<file path="config.mk">
export PLATFORM = sky130hd
export DESIGN_NAME = raw_video_fragment_packetizer_unit
export DESIGN_NICKNAME = d
export VERILOG_FILES = /design/src/hdl/rvfp_pkg.sv /design/src/hdl/rvfp_cfg_regs.sv /design/src/hdl/rvfp_frag_calc.sv /design/src/hdl/raw_video_fragment_packetizer_unit.sv
export VERILOG_INCLUDE_DIRS = /design/src /design/src/hdl
export SDC_FILE = /design/constraint.sdc
export NUM_CORES = 1
export LEC_CHECK = 0
export ABC_AREA = 1
export BUFFER_PORTS_ARGS = -buffer_cell sky130_fd_sc_hd__buf_2
export CAP_MARGIN = 20
export CORE_ASPECT_RATIO = 0.5
export CORE_UTILIZATION = 25
export CTS_CLUSTER_DIAMETER = 100
export DETAILED_ROUTE_END_ITERATION = 10
export GPL_TIMING_DRIVEN = 0
export PLACE_DENSITY = 0.43
export SLEW_MARGIN = 15
export SYNTH_ARGS = -nofsm -noshare
export SYNTH_HDL_FRONTEND = slang
export SYNTH_SLANG_ARGS = --single-unit
</file>
<file path="constraint.sdc">
create_clock -name clk_i -period 14.33 [get_ports clk_i]
set_clock_uncertainty 0.05 [all_clocks]
set_input_delay 0.7165 -clock clk_i [delete_from_list [all_inputs] [get_ports clk_i]]
set_output_delay 0.7165 -clock clk_i [all_outputs]
set_load 0.02 [all_outputs]
</file>
<file path="src/hdl/raw_video_fragment_packetizer_unit_macros.svh">
// Assertion macros for the raw video fragment packetizer
// No dependencies; included by the files that carry concurrent assertions
`ifndef RAW_VIDEO_FRAGMENT_PACKETIZER_UNIT_MACROS_SVH
`define RAW_VIDEO_FRAGMENT_PACKETIZER_UNIT_MACROS_SVH

`ifndef SYNTHESIS
// property checked on every clock edge outside reset
`define RVFP_ASSERT(lbl, clk, rst_n, prop) \
  lbl: assert property (@(posedge clk) disable iff (!rst_n) (prop)) \
    else $error("rvfp assertion failed");
// property checked on every clock edge, reset included
`define RVFP_ASSERT_ALWAYS(lbl, clk, prop) \
  lbl: assert property (@(posedge clk) (prop)) \
    else $error("rvfp assertion failed");
`else
`define RVFP_ASSERT(lbl, clk, rst_n, prop)
`define RVFP_ASSERT_ALWAYS(lbl, clk, prop)
`endif

`endif

</file>
<file path="src/hdl/rvfp_pkg.sv">
// Shared types and constants of the raw video fragment packetizer
// No dependencies; imported by every module of the block
`timescale 1ns / 1ps

package rvfp_pkg;

  localparam int unsigned OffsetW = 24;
  localparam int unsigned TimeW   = 32;
  localparam int unsigned SizeW   = 14;
  localparam int unsigned LineW   = 16;
  localparam int unsigned ByteW   = 8;
  localparam int unsigned LppW    = 4;
  localparam int unsigned CfgIdxW = 2;
  localparam int unsigned CfgDataW = 14;

  localparam logic [SizeW-1:0] PayloadSizeRst = SizeW'(1468);
  localparam logic [LineW-1:0] FirstLine      = LineW'(1);

  // configuration register indexes
  typedef enum logic [CfgIdxW-1:0] {
    CFG_LINES_PER_PACKET = 2'd0,
    CFG_PAYLOAD_SIZE     = 2'd1,
    CFG_LINE_TAIL_BYTES  = 2'd2,
    CFG_LAST_PIECE_INDEX = 2'd3
  } cfg_reg_e;

  typedef struct packed {
    logic [LppW-1:0]  lines_per_packet;
    logic [SizeW-1:0] payload_size;
    logic [SizeW-1:0] line_tail_bytes;
    logic [ByteW-1:0] last_piece_index;
  } rvfp_cfg_t;

  typedef struct packed {
    logic [OffsetW-1:0] frame_offset;
    logic [LineW-1:0]   current_line;
    logic [ByteW-1:0]   piece_counter;
    logic [ByteW-1:0]   sequence_counter;
  } rvfp_state_t;

  typedef struct packed {
    logic [OffsetW-1:0] byte_offset;
    logic [SizeW-1:0]   data_bytes;
    logic [SizeW-1:0]   pad_bytes;
    logic [ByteW-1:0]   sequence_number;
    logic [LineW-1:0]   line_no;
    logic [ByteW-1:0]   piece_index;
    logic               time_valid;
    logic [TimeW-1:0]   timestamp;
    logic               end_of_frame;
  } rvfp_desc_t;

endpackage

</file>
<file path="src/hdl/rvfp_cfg_regs.sv">
// Configuration register file of the packetizer
// Depends on rvfp_pkg
`timescale 1ns / 1ps

module rvfp_cfg_regs (
  input  logic                           clk_i,
  input  logic                           rst_ni,
  input  logic                           cfg_we_i,
  input  logic [rvfp_pkg::CfgIdxW-1:0]   cfg_index_i,
  input  logic [rvfp_pkg::CfgDataW-1:0]  cfg_data_i,
  output rvfp_pkg::rvfp_cfg_t            cfg_o
);
  import rvfp_pkg::*;

  rvfp_cfg_t cfg_q, cfg_d;

  // register write decode
  always_comb begin
    cfg_d = cfg_q;
    if (cfg_we_i) begin
      unique case (cfg_reg_e'(cfg_index_i))
        CFG_LINES_PER_PACKET: cfg_d.lines_per_packet = cfg_data_i[LppW-1:0];
        CFG_PAYLOAD_SIZE:     cfg_d.payload_size     = cfg_data_i[SizeW-1:0];
        CFG_LINE_TAIL_BYTES:  cfg_d.line_tail_bytes  = cfg_data_i[SizeW-1:0];
        CFG_LAST_PIECE_INDEX: cfg_d.last_piece_index = cfg_data_i[ByteW-1:0];
        default:              cfg_d = cfg_q;
      endcase
    end
  end

  always_ff @(posedge clk_i or negedge rst_ni) begin
    if (!rst_ni) begin
      cfg_q.lines_per_packet <= '0;
      cfg_q.payload_size     <= PayloadSizeRst;
      cfg_q.line_tail_bytes  <= '0;
      cfg_q.last_piece_index <= '0;
    end else begin
      cfg_q <= cfg_d;
    end
  end

  assign cfg_o = cfg_q;

endmodule

</file>
<file path="src/hdl/rvfp_frag_calc.sv">
// Fragment descriptor and next frame position for one packet request
// Depends on rvfp_pkg; purely combinational
`timescale 1ns / 1ps

module rvfp_frag_calc (
  input  rvfp_pkg::rvfp_cfg_t              cfg_i,
  input  rvfp_pkg::rvfp_state_t            state_i,
  input  logic [rvfp_pkg::OffsetW-1:0]     frame_bytes_i,
  input  logic [rvfp_pkg::TimeW-1:0]       frame_time_i,
  output rvfp_pkg::rvfp_desc_t             desc_o,
  output rvfp_pkg::rvfp_state_t            state_o
);
  import rvfp_pkg::*;

  logic               large_mode;
  logic               last_piece;
  logic [OffsetW-1:0] remaining;
  logic [SizeW-1:0]   piece_size;
  logic [SizeW-1:0]   size;
  logic               eof;
  logic               tv;

  // bytes left in the frame and the nominal piece size
  always_comb begin
    large_mode = (cfg_i.lines_per_packet == '0);
    last_piece = (state_i.piece_counter == cfg_i.last_piece_index);
    remaining  = (state_i.frame_offset < frame_bytes_i) ?
                 (frame_bytes_i - state_i.frame_offset) : '0;
    if (large_mode) begin
      piece_size = last_piece ? cfg_i.line_tail_bytes : cfg_i.payload_size;
    end else if (remaining < OffsetW'(cfg_i.payload_size)) begin
      piece_size = remaining[SizeW-1:0];
    end else begin
      piece_size = cfg_i.payload_size;
    end
  end

  // clamp at frame end, padding and timestamp
  always_comb begin
    eof  = (OffsetW'(piece_size) >= remaining);
    size = eof ? remaining[SizeW-1:0] : piece_size;
    tv   = large_mode ? (state_i.piece_counter == '0) : (state_i.current_line == FirstLine);

    desc_o.byte_offset     = state_i.frame_offset;
    desc_o.data_bytes      = size;
    desc_o.pad_bytes       = (size < cfg_i.payload_size) ? (cfg_i.payload_size - size) : '0;
    desc_o.sequence_number = state_i.sequence_counter;
    desc_o.line_no         = state_i.current_line;
    desc_o.piece_index     = large_mode ? state_i.piece_counter : '0;
    desc_o.time_valid      = tv;
    desc_o.timestamp       = tv ? frame_time_i : '0;
    desc_o.end_of_frame    = eof;
  end

  // frame position after this packet
  always_comb begin
    state_o                  = state_i;
    state_o.sequence_counter = state_i.sequence_counter + ByteW'(1);
    if (eof) begin
      state_o.frame_offset  = '0;
      state_o.current_line  = FirstLine;
      state_o.piece_counter = '0;
    end else begin
      state_o.frame_offset = state_i.frame_offset + OffsetW'(size);
      if (large_mode) begin
        if (last_piece) begin
          state_o.current_line = state_i.current_line + LineW'(1);
        end
        if (state_i.piece_counter < cfg_i.last_piece_index) begin
          state_o.piece_counter = state_i.piece_counter + ByteW'(1);
        end else begin
          state_o.piece_counter = '0;
        end
      end else begin
        state_o.current_line = state_i.current_line + LineW'(cfg_i.lines_per_packet);
      end
    end
  end

endmodule

</file>
<file path="src/hdl/raw_video_fragment_packetizer_unit.sv">
// A request accepted into the request register moves into the descriptor register when the
// output is not stalled, and the outputs are driven from the descriptor register.
// Throughput: one request per cycle while the output is not stalled; the frame position
// registers are updated together with the descriptor register on each transfer.
// Reset (asynchronous, active low): both stages empty, offset 0, line 1, piece 0,
// sequence 0, registers at 0 / 1468 / 0 / 0; configuration writes are taken every cycle.
`timescale 1ns / 1ps
`include "raw_video_fragment_packetizer_unit_macros.svh"

module raw_video_fragment_packetizer_unit (
  input  logic                           clk_i,
  input  logic                           rst_ni,
  input  logic                           cfg_valid_i,
  output logic                           cfg_ready_o,
  input  logic [rvfp_pkg::CfgIdxW-1:0]   cfg_index_i,
  input  logic [rvfp_pkg::CfgDataW-1:0]  cfg_data_i,
  input  logic                           in_valid_i,
  output logic                           in_ready_o,
  input  logic [rvfp_pkg::OffsetW-1:0]   frame_bytes_i,
  input  logic [rvfp_pkg::TimeW-1:0]     frame_time_i,
  output logic                           out_valid_o,
  input  logic                           out_ready_i,
  output logic [rvfp_pkg::OffsetW-1:0]   byte_offset_o,
  output logic [rvfp_pkg::SizeW-1:0]     data_bytes_o,
  output logic [rvfp_pkg::SizeW-1:0]     pad_bytes_o,
  output logic [rvfp_pkg::ByteW-1:0]     sequence_number_o,
  output logic [rvfp_pkg::LineW-1:0]     line_no_o,
  output logic [rvfp_pkg::ByteW-1:0]     piece_index_o,
  output logic                           time_valid_o,
  output logic [rvfp_pkg::TimeW-1:0]     timestamp_o,
  output logic                           end_of_frame_o
);
  import rvfp_pkg::*;

  rvfp_cfg_t          cfg;
  logic               in_valid_q;
  logic [OffsetW-1:0] frame_bytes_q;
  logic [TimeW-1:0]   frame_time_q;
  logic               out_valid_q;
  rvfp_desc_t         desc_q, desc_d;
  rvfp_state_t        state_q, state_d;
  logic               advance;
  logic               fire;

  // configuration registers, always ready
  assign cfg_ready_o = 1'b1;

  rvfp_cfg_regs u_cfg (
    .clk_i       (clk_i),
    .rst_ni      (rst_ni),
    .cfg_we_i    (cfg_valid_i),
    .cfg_index_i (cfg_index_i),
    .cfg_data_i  (cfg_data_i),
    .cfg_o       (cfg)
  );

  // pipeline flow control
  assign advance    = !out_valid_q || out_ready_i;
  assign in_ready_o = !in_valid_q || advance;
  assign fire       = in_valid_q && advance;

  // request register
  always_ff @(posedge clk_i or negedge rst_ni) begin
    if (!rst_ni) begin
      in_valid_q <= 1'b0;
    end else if (in_ready_o) begin
      in_valid_q <= in_valid_i;
    end
  end

  always_ff @(posedge clk_i) begin
    if (in_valid_i && in_ready_o) begin
      frame_bytes_q <= frame_bytes_i;
      frame_time_q  <= frame_time_i;
    end
  end

  // descriptor and next frame position
  rvfp_frag_calc u_calc (
    .cfg_i         (cfg),
    .state_i       (state_q),
    .frame_bytes_i (frame_bytes_q),
    .frame_time_i  (frame_time_q),
    .desc_o        (desc_d),
    .state_o       (state_d)
  );

  // frame position registers
  always_ff @(posedge clk_i or negedge rst_ni) begin
    if (!rst_ni) begin
      state_q.frame_offset     <= '0;
      state_q.current_line     <= FirstLine;
      state_q.piece_counter    <= '0;
      state_q.sequence_counter <= '0;
    end else if (fire) begin
      state_q <= state_d;
    end
  end

  // descriptor register
  always_ff @(posedge clk_i or negedge rst_ni) begin
    if (!rst_ni) begin
      out_valid_q <= 1'b0;
    end else if (advance) begin
      out_valid_q <= in_valid_q;
    end
  end

  always_ff @(posedge clk_i) begin
    if (fire) begin
      desc_q <= desc_d;
    end
  end

  // output transaction
  assign out_valid_o       = out_valid_q;
  assign byte_offset_o     = desc_q.byte_offset;
  assign data_bytes_o      = desc_q.data_bytes;
  assign pad_bytes_o       = desc_q.pad_bytes;
  assign sequence_number_o = desc_q.sequence_number;
  assign line_no_o         = desc_q.line_no;
  assign piece_index_o     = desc_q.piece_index;
  assign time_valid_o      = desc_q.time_valid;
  assign timestamp_o       = desc_q.timestamp;
  assign end_of_frame_o    = desc_q.end_of_frame;

  // checks
  `RVFP_ASSERT(a_eof_restarts_frame, clk_i, rst_ni,
    fire && desc_d.end_of_frame |=>
      state_q.frame_offset == '0 && state_q.current_line == FirstLine)
  `RVFP_ASSERT(a_seq_steps_per_packet, clk_i, rst_ni,
    fire |=> state_q.sequence_counter == $past(state_q.sequence_counter) + ByteW'(1))
  `RVFP_ASSERT(a_pad_fills_payload, clk_i, rst_ni,
    out_valid_q && desc_q.data_bytes < cfg.payload_size |->
      desc_q.data_bytes + desc_q.pad_bytes == cfg.payload_size)
  `RVFP_ASSERT(a_full_stall_blocks_input, clk_i, rst_ni,
    in_valid_q && out_valid_q && !out_ready_i |-> !in_ready_o)
  `RVFP_ASSERT_ALWAYS(a_idle_state_holds, clk_i,
    !fire && rst_ni && $past(rst_ni) |=> $stable(state_q))

endmodule

</file>
### Word level (Yosys, flattened, before mapping)

Index checks and enable logic that the tools add are counted.

| word-level totals | value |
|---|---|
| memory bits (writable) | 0 |
| flip-flop bits (word level) | 272 |
| bits in latches | 0 |
| output and inout port bits | 121 |
| memory bits (read-only) | 0 |
| word-level logic and storage cells | 66 |
| memories kept | 0 |
| input bits | 77 |

| operators by class | value |
|---|---|
| divide/modulo/power cells | 0 |
| bitwise logic cells | 0 |
| add/subtract/negate cells | 7 |
| eq/ne operators | 6 |
| reduce and logical (&&, ||, !) cells | 16 |
| multiply operators | 0 |
| shift operators | 0 |
| order comparisons | 5 |
| mux-type cells | 11 |

Operators with widths:

| operator | number |
|---|---|
| $mux W14 | 4 |
| $mux W48 | 1 |
| $mux W16 | 2 |
| $add A24 B14 Y24 | 1 |
| $ge A14 B24 Y1 | 1 |
| $lt A24 B14 Y1 | 1 |
| $lt A24 B24 Y1 | 1 |
| $mux W24 | 1 |
| $sub A24 B24 Y24 | 1 |
| $add A16 B1 Y16 const B | 1 |
| $add A16 B4 Y16 | 1 |
| $add A8 B1 Y8 const B | 2 |
| $eq A16 B1 Y1 const B | 1 |
| $mux W8 | 2 |
| $lt A14 B14 Y1 | 1 |
| $sub A14 B14 Y14 | 1 |
| $reduce_and A2 Y1 | 6 |
| $eq A8 B8 Y1 | 1 |
| $logic_not A8 Y1 | 1 |
| $lt A8 B8 Y1 | 1 |
| $eq A2 B2 Y1 const B | 2 |
| $logic_not A4 Y1 | 1 |
| $ne A3 B3 Y1 const B | 1 |
| $eq A2 B1 Y1 const B | 1 |
| 6 further kinds | 9 |

### Logic depth before layout (Yosys ltp)

| logic depth | value |
|---|---|
| depth after elaboration | 9 |
| gate-level depth with buffers | 69 |

### By module

A second synthesis with hierarchy kept.

| unflattened totals | value |
|---|---|
| cell total of the unflattened synthesis | 1,802 |
| area total of the unflattened synthesis | 15,994.1 um^2 |

Modules (own cells, without submodules):

| module | times used | cells each | area each (um^2) |
|---|---|---|---|
| raw_video_fragment_packetizer_unit | 1 | 429 | 7,533.5 |
| rvfp_frag_calc | 1 | 1,191 | 6,717.7 |
| rvfp_cfg_regs | 1 | 182 | 1,742.9 |

### Worst setup path before layout

No wires, ideal clock.

| path | value |
|---|---|
| path kind | register to register |
| start | register frame_bytes_q[0] |
| end | register state_q[54] in the netlist's numbering |
| cell stages (with the launch flop) | 63 |
| data arrival time | 7.844 ns |
| setup slack | 6.323 ns |
| clock period less this slack | 8.007 ns |
| buffers on the path | 3 |
| data required time | 14.167 ns |
| cells stage by stage | edfxtp_1 -> inv_1 -> ha_1 -> inv_1 -> fa_1 -> nand2_1 -> nand2_1 -> nand3_1 -> nand2_1 -> nand2_1 -> nand3_2 -> nand2_1 -> clkbuf_1 -> nor2_1 -> ha_1 -> a21oi_1 -> nor2_1 -> a211oi_1 -> [... 27 more ...] -> o21ai_0 -> nand2_1 -> inv_1 -> nand2_1 -> nand2_1 -> inv_1 -> o221ai_1 -> nand2_1 -> nand2_1 -> a21oi_1 -> o21ai_0 -> nand4_1 -> or2_2 -> nor2_1 -> nand2_1 -> xor2_1 -> nand2_1 -> inv_1 |

RTL lines:

| element | line | source |
|---|---|---|
| start, declared | raw_video_fragment_packetizer_unit.sv:37 | `logic [OffsetW-1:0] frame_bytes_q;` |
| start signal, assigned | raw_video_fragment_packetizer_unit.sv:73 | `frame_bytes_q <= frame_bytes_i;` |
| end signal, assigned | raw_video_fragment_packetizer_unit.sv:96 | `state_q <= state_d;` |
| end, declared | raw_video_fragment_packetizer_unit.sv:41 | `rvfp_state_t state_q, state_d;` |

==> key figures <==
Synthesis
  – Avg Inst Size Synth: approximately 9.1 µm²
  – Top_reg_cell synth: edfxtp_1
  – Most common cell in the netlist: nand2_1
  – Synth top area share: between 30 and 40%
  – #FFs+latches synth: 272
  – Post-synthesis sequential area ratio: between 50 and 60%
  – YS warnings: 0
  – Net Count, Synth: 1788
  – EDFF count, synth: approximately 170
  – Synth area leaders: edfxtp_1, dfrtp_1, nand2_1
  – Ys async rst share: between 30% and 40%
  – Distinct cells, synth: 48
  – Post-synthesis instance total: between 1.5k and 2k
  – Mapped Area: approximately 15000 µm²
  – Commonest cells in the synthesized netlist: nand2_1, inv_1, edfxtp_1
  – Post-synth top area cell: edfxtp_1

Routing
  – Residual DRC: 0
  – DRT Wirelength: around 44000 µm
  – Antenna-violating nets left: 0
  – Vias: roughly 11k
  – Initial drt markers: around 700
  – Via/cell ratio: around 4.4
  – First-pass iteration count of the detailed router: 5
  – Post-detailed-route wirelength per cell: 16.8 µm

STA
  – Worst-Margin Slew: approximately 0.88 ns
  – Tcrit/Tclk final: 71.3%
  – Unrepaired setup endpoints after global routing: false
  – Fmax: 97.8 MHz
  – Final hold slack: about 0.24 ns
  – Setup Total Neg Slack: 0 ns
  – Final setup viols: 0
  – Slew margin rel.: between 40% and 50%
  – Final hold vios: 0
  – Final Max Tran Viols: 0
  – Min cycle time layout: between 10 and 15 ns

Pwr
  – LEAKAGE: around 0.0085 µW
  – PwrDens: 235 nW/µm²
  – VDD IR-drop max: around 0.12 mV

Worst setup path
  – Setup slack, reg-to-reg: 4.11 ns
  – Worst EP arrival: 10.60 ns
  – Setup Crit Path Kind: reg -> reg
  – Setup crit start kind: flop
  – Crit-path max cell delay: roughly 0.44 ns
  – CP most frequent cell: nand2_1
  – Critical Path Fanout Max: 10
  – Critical Path Sink Type: flop
  – Critical-path top delay cell: fa_1
  – Critical Path RT: roughly 15 ns

Flow run
  – Max-cap viol count: 0

Clock network
  – Setup Fix Bufs, Post-CTS: 0
  – Clock tree buffer depth: 3
  – Clock latency on the worst-skew pair: roughly 0.60 ns
  – Hold Buf Count CTS: 1
  – Root Buffer: clkbuf_16
  – H-tree Lvls: 1
  – Post-cts resize count: 0
  – TritonCTS buffer count: 29
  – CTS tree: built
  – Sink Count: between 200 and 300
  – Clock transition at path regs: ~0.06 ns

Floorplan
  – Die area: 59700 µm²
  – Die Width: between 300 and 400 µm
  – Die Ht: around 170 µm
  – Core Box Area: slightly below 60000 µm²
  – IO Pins: roughly 200
  – Row Count: 62
  – Starting density of the core: 25.4%

Finish
  – Fraction of layout cells with a size suffix above 1: around 18%
  – Multi-input combinational cell area: 5770 µm²
  – Diodes inserted: 0
  – Seq. cell area: 7690 µm²
  – Layout fillers: between 6k and 7k
  – Syn-to-layout area delta: 21.0%
  – Final nets: 2019

Min path
  – Worst min path class: in -> reg

Outcome
  – Status: complete, no violations

Place
  – IO buf count: 196
  – Detailed Place HPWL: approximately 34000 µm
  – GP Congestion: about 0.85

Global routing
  – GRT Util Overall: 14.7%
  – Initial antenna violation count: 0
  – Largest net degree at the start of global routing: 87
  – Global-route wire length before repair: around 67000 µm
  – Vias in the first global route: between 10k and 15k
  – Grt ovf: 0
-- worst paths after layout --
check	start	to	cells past startpoint
max	frame_bytes_q[0]$_DFFE_PP_	pad_bytes_o[13]$_SDFFCE_PP0P_	59
min in group asynchronous	rst_ni	state_q[21]$_DFFE_PN0P_	2
max reg2reg	frame_bytes_q[0]$_DFFE_PP_	pad_bytes_o[13]$_SDFFCE_PP0P_	59
min	frame_bytes_i[0]	frame_bytes_q[0]$_DFFE_PP_	1
min reg2reg	state_q[53]$_DFFE_PN0P_	byte_offset_o[21]$_DFFE_PP_	0
max in group asynchronous	rst_ni	u_cfg.cfg_o[32]$_DFFE_PN1P_	3
-- where the power goes --
group          switching [µW]  internal [µW]
clock                     358            467
combinational            1440            712
sequential                112           1080
-- stage by stage --
stage	total power [µW]	setup slack, ns	util (%)	instance area (µm²)	cells
after floorplan	2700	6.32	-	14700	1614
after global placement	3360	4.08	28.8	16600	2578
after detailed placement	3370	4.03	29.0	16700	2581
after CTS	4220	3.97	30.8	17700	2636
after global routing	4540	3.03	30.8	17700	2636
final	4170	4.11	30.8	17700	2636
-- cells in the final DEF (no fill, tap or decap), drive strengths merged, types with 5 or more instances in the layout --
| master | count |
|---|---|
| nand2 | 357 |
| inv | 271 |
| buf | 217 |
| edfxtp | 174 |
| nor2 | 139 |
| o21ai | 111 |
| ha | 93 |
| dfrtp | 90 |
| a21oi | 85 |
| nand3 | 80 |
| clkbuf | 52 |
| nand4 | 35 |
| xor2 | 29 |
| nor3 | 22 |
| xnor2 | 12 |
| o211ai | 12 |
| clkinv | 12 |
| dfstp | 8 |
| or2 | 8 |
| nor4 | 7 |
| o22ai | 6 |
| nand3b | 5 |
| a31oi | 5 |
-- logic make-up after synthesis --
kind of cell | after synthesis | synth area share (%)
simple gates | 657 | 19.1
buf+inv | 307 | 8.31
flops | 272 | 52.4
compound gates | 239 | 9.21
fa+ha+maj | 97 | 8.48
xor+xnor | 41 | 2.45
other cells | 1 | 0.0256
-- sequential cells by signal, indices dropped and copies added (netlist names), 16 cells and up --
name           cells
frame_time_q      32
frame_bytes_q     24
state_q           56
u_cfg.cfg_o       40
byte_offset_o     24
timestamp_o       32
line_no_o         16
-- critical path: cells and delay by family, from the launching register on --
kind / cells / cell delay, ns
fa+ha+maj: 6 / 1.97
buf+inv: 8 / 1.44
compound gates: 20 / 3.58
simple gates: 25 / 2.62
flops: 1 / 0.36
-- layer usage --
metal,GRT usage (%),vias up,share of wire [%]
met4,3.39,0,2.3
met5,0,-,0
li1,-,5821,-
met3,2.18,47,3.5
met2,24.1,165,46
met1,20.4,5464,48
-- cell type report --
type	instances	share of cell area, %
well taps	768	5.41
flip-flops and latches	272	43.3
clock buffers	32	4.33
plain buffers	38	1.23
multi-input cells	1035	32.5
inverters	269	5.70
clock inverters	22	1.49
repair buffers	200	6.04
Power figures use the tool's default switching activity.
